`src/rtl/osrs_pkg.sv`:
```
`default_nettype none
// ----------------------------------------------------------------------------
// osrs_pkg
// shared types and codes for the rank/select block: request modes, result
// status codes, controller states and the controller/datapath interface
// ----------------------------------------------------------------------------
package osrs_pkg;

   typedef enum logic [1:0] {
      MODE_CLEAR  = 2'd0,
      MODE_APPEND = 2'd1,
      MODE_RANK   = 2'd2,
      MODE_SELECT = 2'd3
   } mode_type;

   typedef enum logic [1:0] {
      STATUS_OK    = 2'd0,
      STATUS_FULL  = 2'd1,
      STATUS_RANGE = 2'd2
   } status_type;

   typedef enum logic [4:0] {
      ST_IDLE  = 5'b00001,
      ST_RSTEP = 5'b00010,
      ST_RCMP  = 5'b00100,
      ST_SWAIT = 5'b01000,
      ST_DONE  = 5'b10000
   } state_type;

   localparam int unsigned RANK_W  = 11;
   localparam int unsigned VALUE_W = 32;

   typedef struct packed {
      logic start;
      logic clear;
      logic append;
      logic sel_read;
      logic sel_miss;
      logic rank_read;
      logic rank_update;
      logic sel_latch;
      logic rsp_load;
   } cmd_type;

   typedef struct packed {
      logic pos_ok;
      logic range_ok;
      logic hit;
   } sts_type;

endpackage
`default_nettype wire

```
`src/rtl/osrs_ctrl.sv`:
```
`default_nettype none
// ----------------------------------------------------------------------------
// osrs_ctrl
// sequencer for the rank/select block: accepts a request, steps the
// midpoint search or the select read, and hands the result to the output
// register
// ----------------------------------------------------------------------------
module osrs_ctrl (
   input  wire logic             clock,
   input  wire logic             reset,
   input  wire logic             req_valid,
   output      logic             req_ready,
   input  wire logic [1:0]       req_mode,
   output      logic             rsp_valid,
   input  wire logic             rsp_ready,
   input  wire osrs_pkg::sts_type sts,
   output      osrs_pkg::cmd_type cmd
);

   osrs_pkg::state_type state_ff, state_in;
   logic                rsp_valid_ff, rsp_valid_in;
   logic                out_free;

   assign out_free  = !rsp_valid_ff || rsp_ready;
   assign rsp_valid = rsp_valid_ff;
   assign req_ready = (state_ff == osrs_pkg::ST_IDLE);

   always_comb begin
      state_in = state_ff;
      cmd      = '0;
      unique case (state_ff)
         osrs_pkg::ST_IDLE: begin
            if (req_valid) begin
               cmd.start = 1'b1;
               unique case (osrs_pkg::mode_type'(req_mode))
                  osrs_pkg::MODE_CLEAR: begin
                     cmd.clear = 1'b1;
                     state_in  = osrs_pkg::ST_DONE;
                  end
                  osrs_pkg::MODE_APPEND: begin
                     cmd.append = 1'b1;
                     state_in   = osrs_pkg::ST_DONE;
                  end
                  osrs_pkg::MODE_RANK: begin
                     state_in = osrs_pkg::ST_RSTEP;
                  end
                  osrs_pkg::MODE_SELECT: begin
                     if (sts.pos_ok) begin
                        cmd.sel_read = 1'b1;
                        state_in     = osrs_pkg::ST_SWAIT;
                     end else begin
                        cmd.sel_miss = 1'b1;
                        state_in     = osrs_pkg::ST_DONE;
                     end
                  end
                  default: state_in = osrs_pkg::ST_DONE;
               endcase
            end
         end
         osrs_pkg::ST_RSTEP: begin
            if (sts.range_ok) begin
               cmd.rank_read = 1'b1;
               state_in      = osrs_pkg::ST_RCMP;
            end else begin
               state_in = osrs_pkg::ST_DONE;
            end
         end
         osrs_pkg::ST_RCMP: begin
            cmd.rank_update = 1'b1;
            state_in        = sts.hit ? osrs_pkg::ST_DONE : osrs_pkg::ST_RSTEP;
         end
         osrs_pkg::ST_SWAIT: begin
            cmd.sel_latch = 1'b1;
            state_in      = osrs_pkg::ST_DONE;
         end
         osrs_pkg::ST_DONE: begin
            if (out_free) begin
               cmd.rsp_load = 1'b1;
               state_in     = osrs_pkg::ST_IDLE;
            end
         end
         default: state_in = osrs_pkg::ST_IDLE;
      endcase
   end

   always_comb begin
      rsp_valid_in = rsp_valid_ff;
      priority if (cmd.rsp_load) begin
         rsp_valid_in = 1'b1;
      end else if (rsp_ready) begin
         rsp_valid_in = 1'b0;
      end
   end

   always_ff @(posedge clock) begin
      if (reset) begin
         state_ff     <= osrs_pkg::ST_IDLE;
         rsp_valid_ff <= 1'b0;
      end else begin
         state_ff     <= state_in;
         rsp_valid_ff <= rsp_valid_in;
      end
   end

endmodule
`default_nettype wire

```
`config.mk`:
```
export PLATFORM = sky130hd
export DESIGN_NAME = osrs_ctrl
export DESIGN_NICKNAME = d
export VERILOG_FILES = /design/src/rtl/osrs_pkg.sv /design/src/rtl/osrs_ctrl.sv
export SDC_FILE = /design/constraint.sdc
export NUM_CORES = 1
export LEC_CHECK = 0
export BUFFER_PORTS_ARGS = -buffer_cell sky130_fd_sc_hd__buf_2
export CAP_MARGIN = 30
export CORE_AREA = 2 2 39 41
export DETAILED_ROUTE_END_ITERATION = 16
export DIE_AREA = 0 0 41 43
export PLACE_DENSITY = 0.66
export SLEW_MARGIN = 20
export SYNTH_ARGS = -nofsm -noshare
export SYNTH_HDL_FRONTEND = slang
export SYNTH_SLANG_ARGS = --single-unit
```
`constraint.sdc`:
```
create_clock -name clock -period 1.23 [get_ports clock]
set_input_delay 0 -clock clock [delete_from_list [all_inputs] [get_ports clock]]
set_output_delay 0 -clock clock [all_outputs]
set_load 0.03 [all_outputs]
```
==> impl_results.md, run 1 <==
- Fraction of layout cells with a size suffix above 1: 78.2%
- Crit end category: primary output
- Final Skew: 0.00261 ns
- FP Rows: 14
- TritonCTS clock tree: done
- Worst relative slew slack: 77.6%
- H-tree Lvls: 1
- Die X: 41 µm
- CP Launch Type: register
- Syn Nets: 59
- Worst skew pair latency: 0.23 ns
- Vias in the first global route: 484
- Top cells by count, synth: dfxtp_1, nor3_1, nor2_1
- Vias per inst: 5.17
- Async S/R FF share, synth: 0%
- Max-cap viol count: 0
- Seq/Total Area, Yosys: 29.4%
- Io pins: 20
- Antenna violations before repair: 0
- Final period utilization: 122%
- Final Hold Vio Count: 0
- Routed vias: 533
- Num CTS Buffers: 3
- Sink Count: 6
- Reg clk slew, reported paths: 0.04 ns
- Netlist cell types: 29
- HP Class: input pin to register
- Main synth FF type: dfxtp_1
- CTS Buffer Depth: 2
- Design area: 955 µm²
- Crit path max fanout: 4
- PortBufs: 19
- Placed inst area: 646 µm²
- Post-Syn Area per Cell: 8.18 µm²
- Die Span Y: 43 µm
- CP required: 1.23 ns
- WL per Instance: 13.0 µm
- Final ANT Viol Nets: 0
- Total wire length: 1340 µm
- Initial Util: 29.6%
- Die area: 1760 µm²
- GRT Overall Usage: 17.6%
- # diodes: 0
- CTS Hold Bufs: 0
- CP Data Arrival Time: 1.49 ns
- Status: finished with violations
- Largest net degree at the start of global routing: 8
- Synthesis-to-finish area growth: 133%
- Top-count cell post-synth: dfxtp_1
- Fmax: 0.669 GHz
- Post-synth top area share: 29.4%
- Fin nets: 98
- Final setup margin: -0.265 ns
- Worst IR drop on VDD: 0.457 mV
- DR pass1 iterations: 3
- Crit path time final: 1.49 ns
- Leakage: 0.000382 µW
- Endpoints failing setup: 15
- Max Transition Viols Final: 0
- Syn Inst Count: 50
- Post-DP HPWL: 876 µm
- Register bit total from synthesis: 6
- Initial DRC Count: 4
- Core area: 1380 µm²
- Hold slack final: 0.0418 ns
- Global placement routability congestion: 0.741
- Least-Margin Pin Slew: 0.335 ns
- Power Density: 690 nW/µm²
- EDFF count, synth: 0
- Failing checks: negative setup slack
- WS Path Type: register to primary output
- Synth warnings: 0
- Root Driver: clkbuf_4
- RSZ-0062 raised after global routing: true
- # DRC: 0
- Gr ovfl total: 0
- Synthesized area: 409 µm²
- First-pass GRT wire length: 2100 µm
- Leading area contributor after synthesis: dfxtp_1
- Utilization after layout: 69.0%
- Largest cells by area after synthesis: dfxtp_1, nor3_1, nor3b_2
==> worst paths after layout <==
kind | start | cells after the start | slack (ns) | to
setup / recovery | state_ff[3] | 3 | -0.26 | cmd[3]
hold / removal | reset | 2 | 0.04 | state_ff[3]
setup reg to reg | state_ff[3] | 6 | -0.24 | state_ff[4]
hold reg to reg | rsp_valid | 2 | 0.57 | rsp_valid
==> sequential cells by signal (all words and copies together) (netlist names) <==
name       flops
state_ff       5
rsp_valid      1
==> cell type report <==
class | count | area [µm²]
clock buffers | 3 | 22.5
flip-flops and latches | 6 | 125
inverters | 4 | 27.5
repair buffers | 36 | 315
well taps | 16 | 20.0
fillers | 110 | 429
multi-input cells | 38 | 444
==> stage by stage <==
step	instances	power (µW)	setup TNS, ns	setup slack (ns)
after floorplan	50	335	-0.934	-0.268
after global placement	91	398	-0.463	-0.0965
after detailed placement	91	400	-0.572	-0.129
after CTS	103	643	-2.14	-0.264
after global routing	103	696	-2.99	-0.315
final	103	659	-2.08	-0.265
==> placed cells by master (no fill, tap or decap), types with 2 or more instances in the layout <==
cell type	count
and3_4	2
buf_2	9
buf_4	9
buf_6	18
clkbuf_4	3
dfxtp_1	2
dfxtp_2	4
inv_1	3
nor2_2	2
nor2b_4	2
nor3_4	5
==> where the power goes <==
part           internal [µW]  leakage [µW]  switching (µW)
clock network            110     0.0000138            59.3
logic                    137      0.000318             144
registers                203     0.0000499            6.56
total                    449      0.000382             210
==> per-layer routing <==
| layer | track usage [%] | wire length [µm] | vias to the layer above |
|---|---|---|---|
| met3 | 5.24 | 57 | 0 |
| met1 | 22.1 | 539 | 258 |
| met2 | 28.4 | 747 | 14 |
| met5 | 0 | 0 | - |
| met4 | 4.00 | 0 | 0 |
| li1 | - | - | 261 |
==> logic make-up (layout without fill, tap and decap cells) <==
family                 after synthesis  in the layout  synth area share [%]
AND/OR/NAND/NOR                     27             27                  42.8
buffers and inverters                6             43                  6.73
flip-flops                           6              6                  29.4
AO/OA/AOI/OAI                       11             11                  21.1
==> critical path, stage by stage (launching register included) <==
cell     delay [ns]
dfxtp_2        0.33
or4b_4         0.55
nor3b_4        0.22
buf_6          0.16
==> timing repair <==
| action | in CTS | in global routing |
|---|---|---|
| buffers inserted | 9 | 1 |
| setup endpoints to repair | 14 | 16 |
| gates resized for setup | 39 | 17 |
| pin swaps | 13 | 6 |
Power figures use the tool's default switching activity.
==> run 2: changes to the inputs <==
--- a/config.mk
+++ b/config.mk
@@ -7,10 +7,13 @@
 export LEC_CHECK = 0
 export BUFFER_PORTS_ARGS = -buffer_cell sky130_fd_sc_hd__buf_2
 export CAP_MARGIN = 30
-export CORE_AREA = 2 2 39 41
+export CELL_PAD_IN_SITES_DETAIL_PLACEMENT = 0
+export CELL_PAD_IN_SITES_GLOBAL_PLACEMENT = 1
+export CORE_ASPECT_RATIO = 1.2
+export CORE_MARGIN = 1.5
+export CORE_UTILIZATION = 26
 export DETAILED_ROUTE_END_ITERATION = 16
-export DIE_AREA = 0 0 41 43
-export PLACE_DENSITY = 0.66
+export PLACE_DENSITY = 0.76
 export SLEW_MARGIN = 20
 export SYNTH_ARGS = -nofsm -noshare
 export SYNTH_HDL_FRONTEND = slang
==> run 2 against run 1 <==
Net effect: the flow still finishes with violations (negative setup slack); die area increased by 3.3%; sequential power about the same; worst setup slack got worse by 0.0012 ns; register-to-register slack about the same; sequential cell count unchanged; clock skew increased by 0.0011 ns; clock-buffer cell count unchanged; critical path type unchanged; global-route usage decreased by 1.1 points; total power decreased by 2.4%; critical path depth unchanged; largest cell class unchanged.
==> impl_results.md, run 2 (synthesized netlist as in run 1, its figures left out) <==
- CTS Buffer Depth: 2
- Fmax: 0.669 GHz
- Core area: 1450 µm²
- Final period utilization: 122%
- Design area: 815 µm²
- Worst skew pair latency: 0.24 ns
- Initial DRC Count: 3
- Worst relative slew slack: 60.2%
- Routed vias: 506
- Combinational share of power: 39.5%
- Reg power frac: 32.3%
- Power Density: 790 nW/µm²
- Status: finished with violations
- WS Path Type: register to primary output
- Largest net degree at the start of global routing: 8
- GRT Overall Usage: 16.5%
- Failing checks: negative setup slack
- Final Skew: 0.00370 ns
- Vias in the first global route: 499
- HP Class: input pin to register
- Endpoints failing setup: 14
- Fraction of layout cells with a size suffix above 1: 66.3%
- Die X: 39.2 µm
- TritonCTS clock tree: done
- PortBufs: 19
- # diodes: 0
- CP required: 1.23 ns
- Pint: 438 µW
- Final Hold Vio Count: 0
- Final ANT Viol Nets: 0
- Die Span Y: 46.5 µm
- DR pass1 iterations: 3
- Number of flip-flops in the largest register: 5
- Placed inst area: 647 µm²
- Io pins: 20
- Crit end category: primary output
- Leakage: 0.000350 µW
- WL per Instance: 13.2 µm
- Max Transition Viols Final: 0
- CP Data Arrival Time: 1.50 ns
- Gr ovfl total: 0
- First-pass GRT wire length: 2040 µm
- Initial Util: 28.3%
- Commonest non-fill, non-tap cell in the layout: buf_4
- Final std cells w/o fill: 100
- Die area: 1820 µm²
- Final setup margin: -0.266 ns
- Num CTS Buffers: 3
- Synthesis-to-finish area growth: 99.1%
- Antenna violations before repair: 0
- Placed cell count: 92
- Least-Margin Pin Slew: 0.582 ns
- Post-DP HPWL: 953 µm
- Max-cap viol count: 0
- Crit path time final: 1.50 ns
- Sw power: 205 µW
- Reg clk slew, reported paths: 0.05 ns
- Worst IR drop on VDD: 0.492 mV
- Vias per inst: 5.06
- Fin nets: 94
- Root Driver: clkbuf_4
- Clk pwr share: 28.2%
- Utilization after layout: 56.4%
- Total wire length: 1320 µm
- CP Launch Type: register
- H-tree Lvls: 1
- Switching Fraction: 31.9%
- FP Rows: 15
- Most flops, register: state_ff
- Crit path max fanout: 4
- # DRC: 0
- Global placement routability congestion: 0.721
- CTS Hold Bufs: 0
- Sink Count: 6
- Commonest non-fill, non-tap cells in the layout: buf_4, buf_6, buf_2
- RSZ-0062 raised after global routing: true
## run 2: cell types whose count changed in the layout (fill, tap and decap cells not counted), moves of 2 or more
cell | before | now
nor3_4 | 5 | 3
nor2b_4 | 2 | 0
nor3_2 | 0 | 2
buf_6 | 18 | 11
nor2b_1 | 1 | 3
buf_4 | 9 | 12
## run 2: power by group through the flow
stage                     clock network [µW]  logic [µW]  registers, µW
after floorplan                            0         122            213
after global placement                     0         194            211
after detailed placement                   0         197            211
after CTS                                191         224            207
after global routing                     201         272            208
final                                    182         254            208
## run 2: final timing paths
check | from | endpoint | slack, ns | cells past startpoint
setup reg to reg | state_ff[3] | state_ff[4] | -0.25 | 4
hold reg to reg | rsp_valid | rsp_valid | 0.56 | 2
setup / recovery | state_ff[3] | cmd[3] | -0.27 | 3
hold / removal | reset | rsp_valid | 0.004 | 2
## run 2: layout make-up
cell class,instances,area [µm²]
Fill cell,126,631
Multi-Input combinational cell,38,360
Timing Repair Buffer,32,259
Sequential cell,6,124
Inverter,4,27.5
Clock buffer,3,22.5
Tap cell,17,21.3
## run 2: critical path: stages (launching register included)
cell and delay (ns):
dfxtp_2 0.32, or4b_4 0.56, nor3b_4 0.22, buf_6 0.16
## run 2: metrics by stage
step	power, µW	setup WS, ns	hold WS, ns	TNS [ns]
2_1_floorplan	335	-0.268	0.0447	-0.934
3_3_place_gp	405	-0.130	0.258	-0.523
3_5_place_dp	408	-0.136	0.263	-0.661
4_1_cts	622	-0.286	0.00293	-2.37
5_1_grt	680	-0.381	0.00884	-3.04
6_report	643	-0.266	0.00430	-2.06
## run 2: layer usage
layer	part of all wire, %	track usage [%]
met1	37	16.9
met2	57	31.7
met3	4.8	3.38
met4	1.2	6.21
met5	0	0
## run 2: repair_timing
item,4_1_cts,5_1_grt
pin swaps,6,6
buffers inserted,4,1
resized for setup,18,15
setup endpoints to repair,14,15
endpoints found under the hold margin,0,0
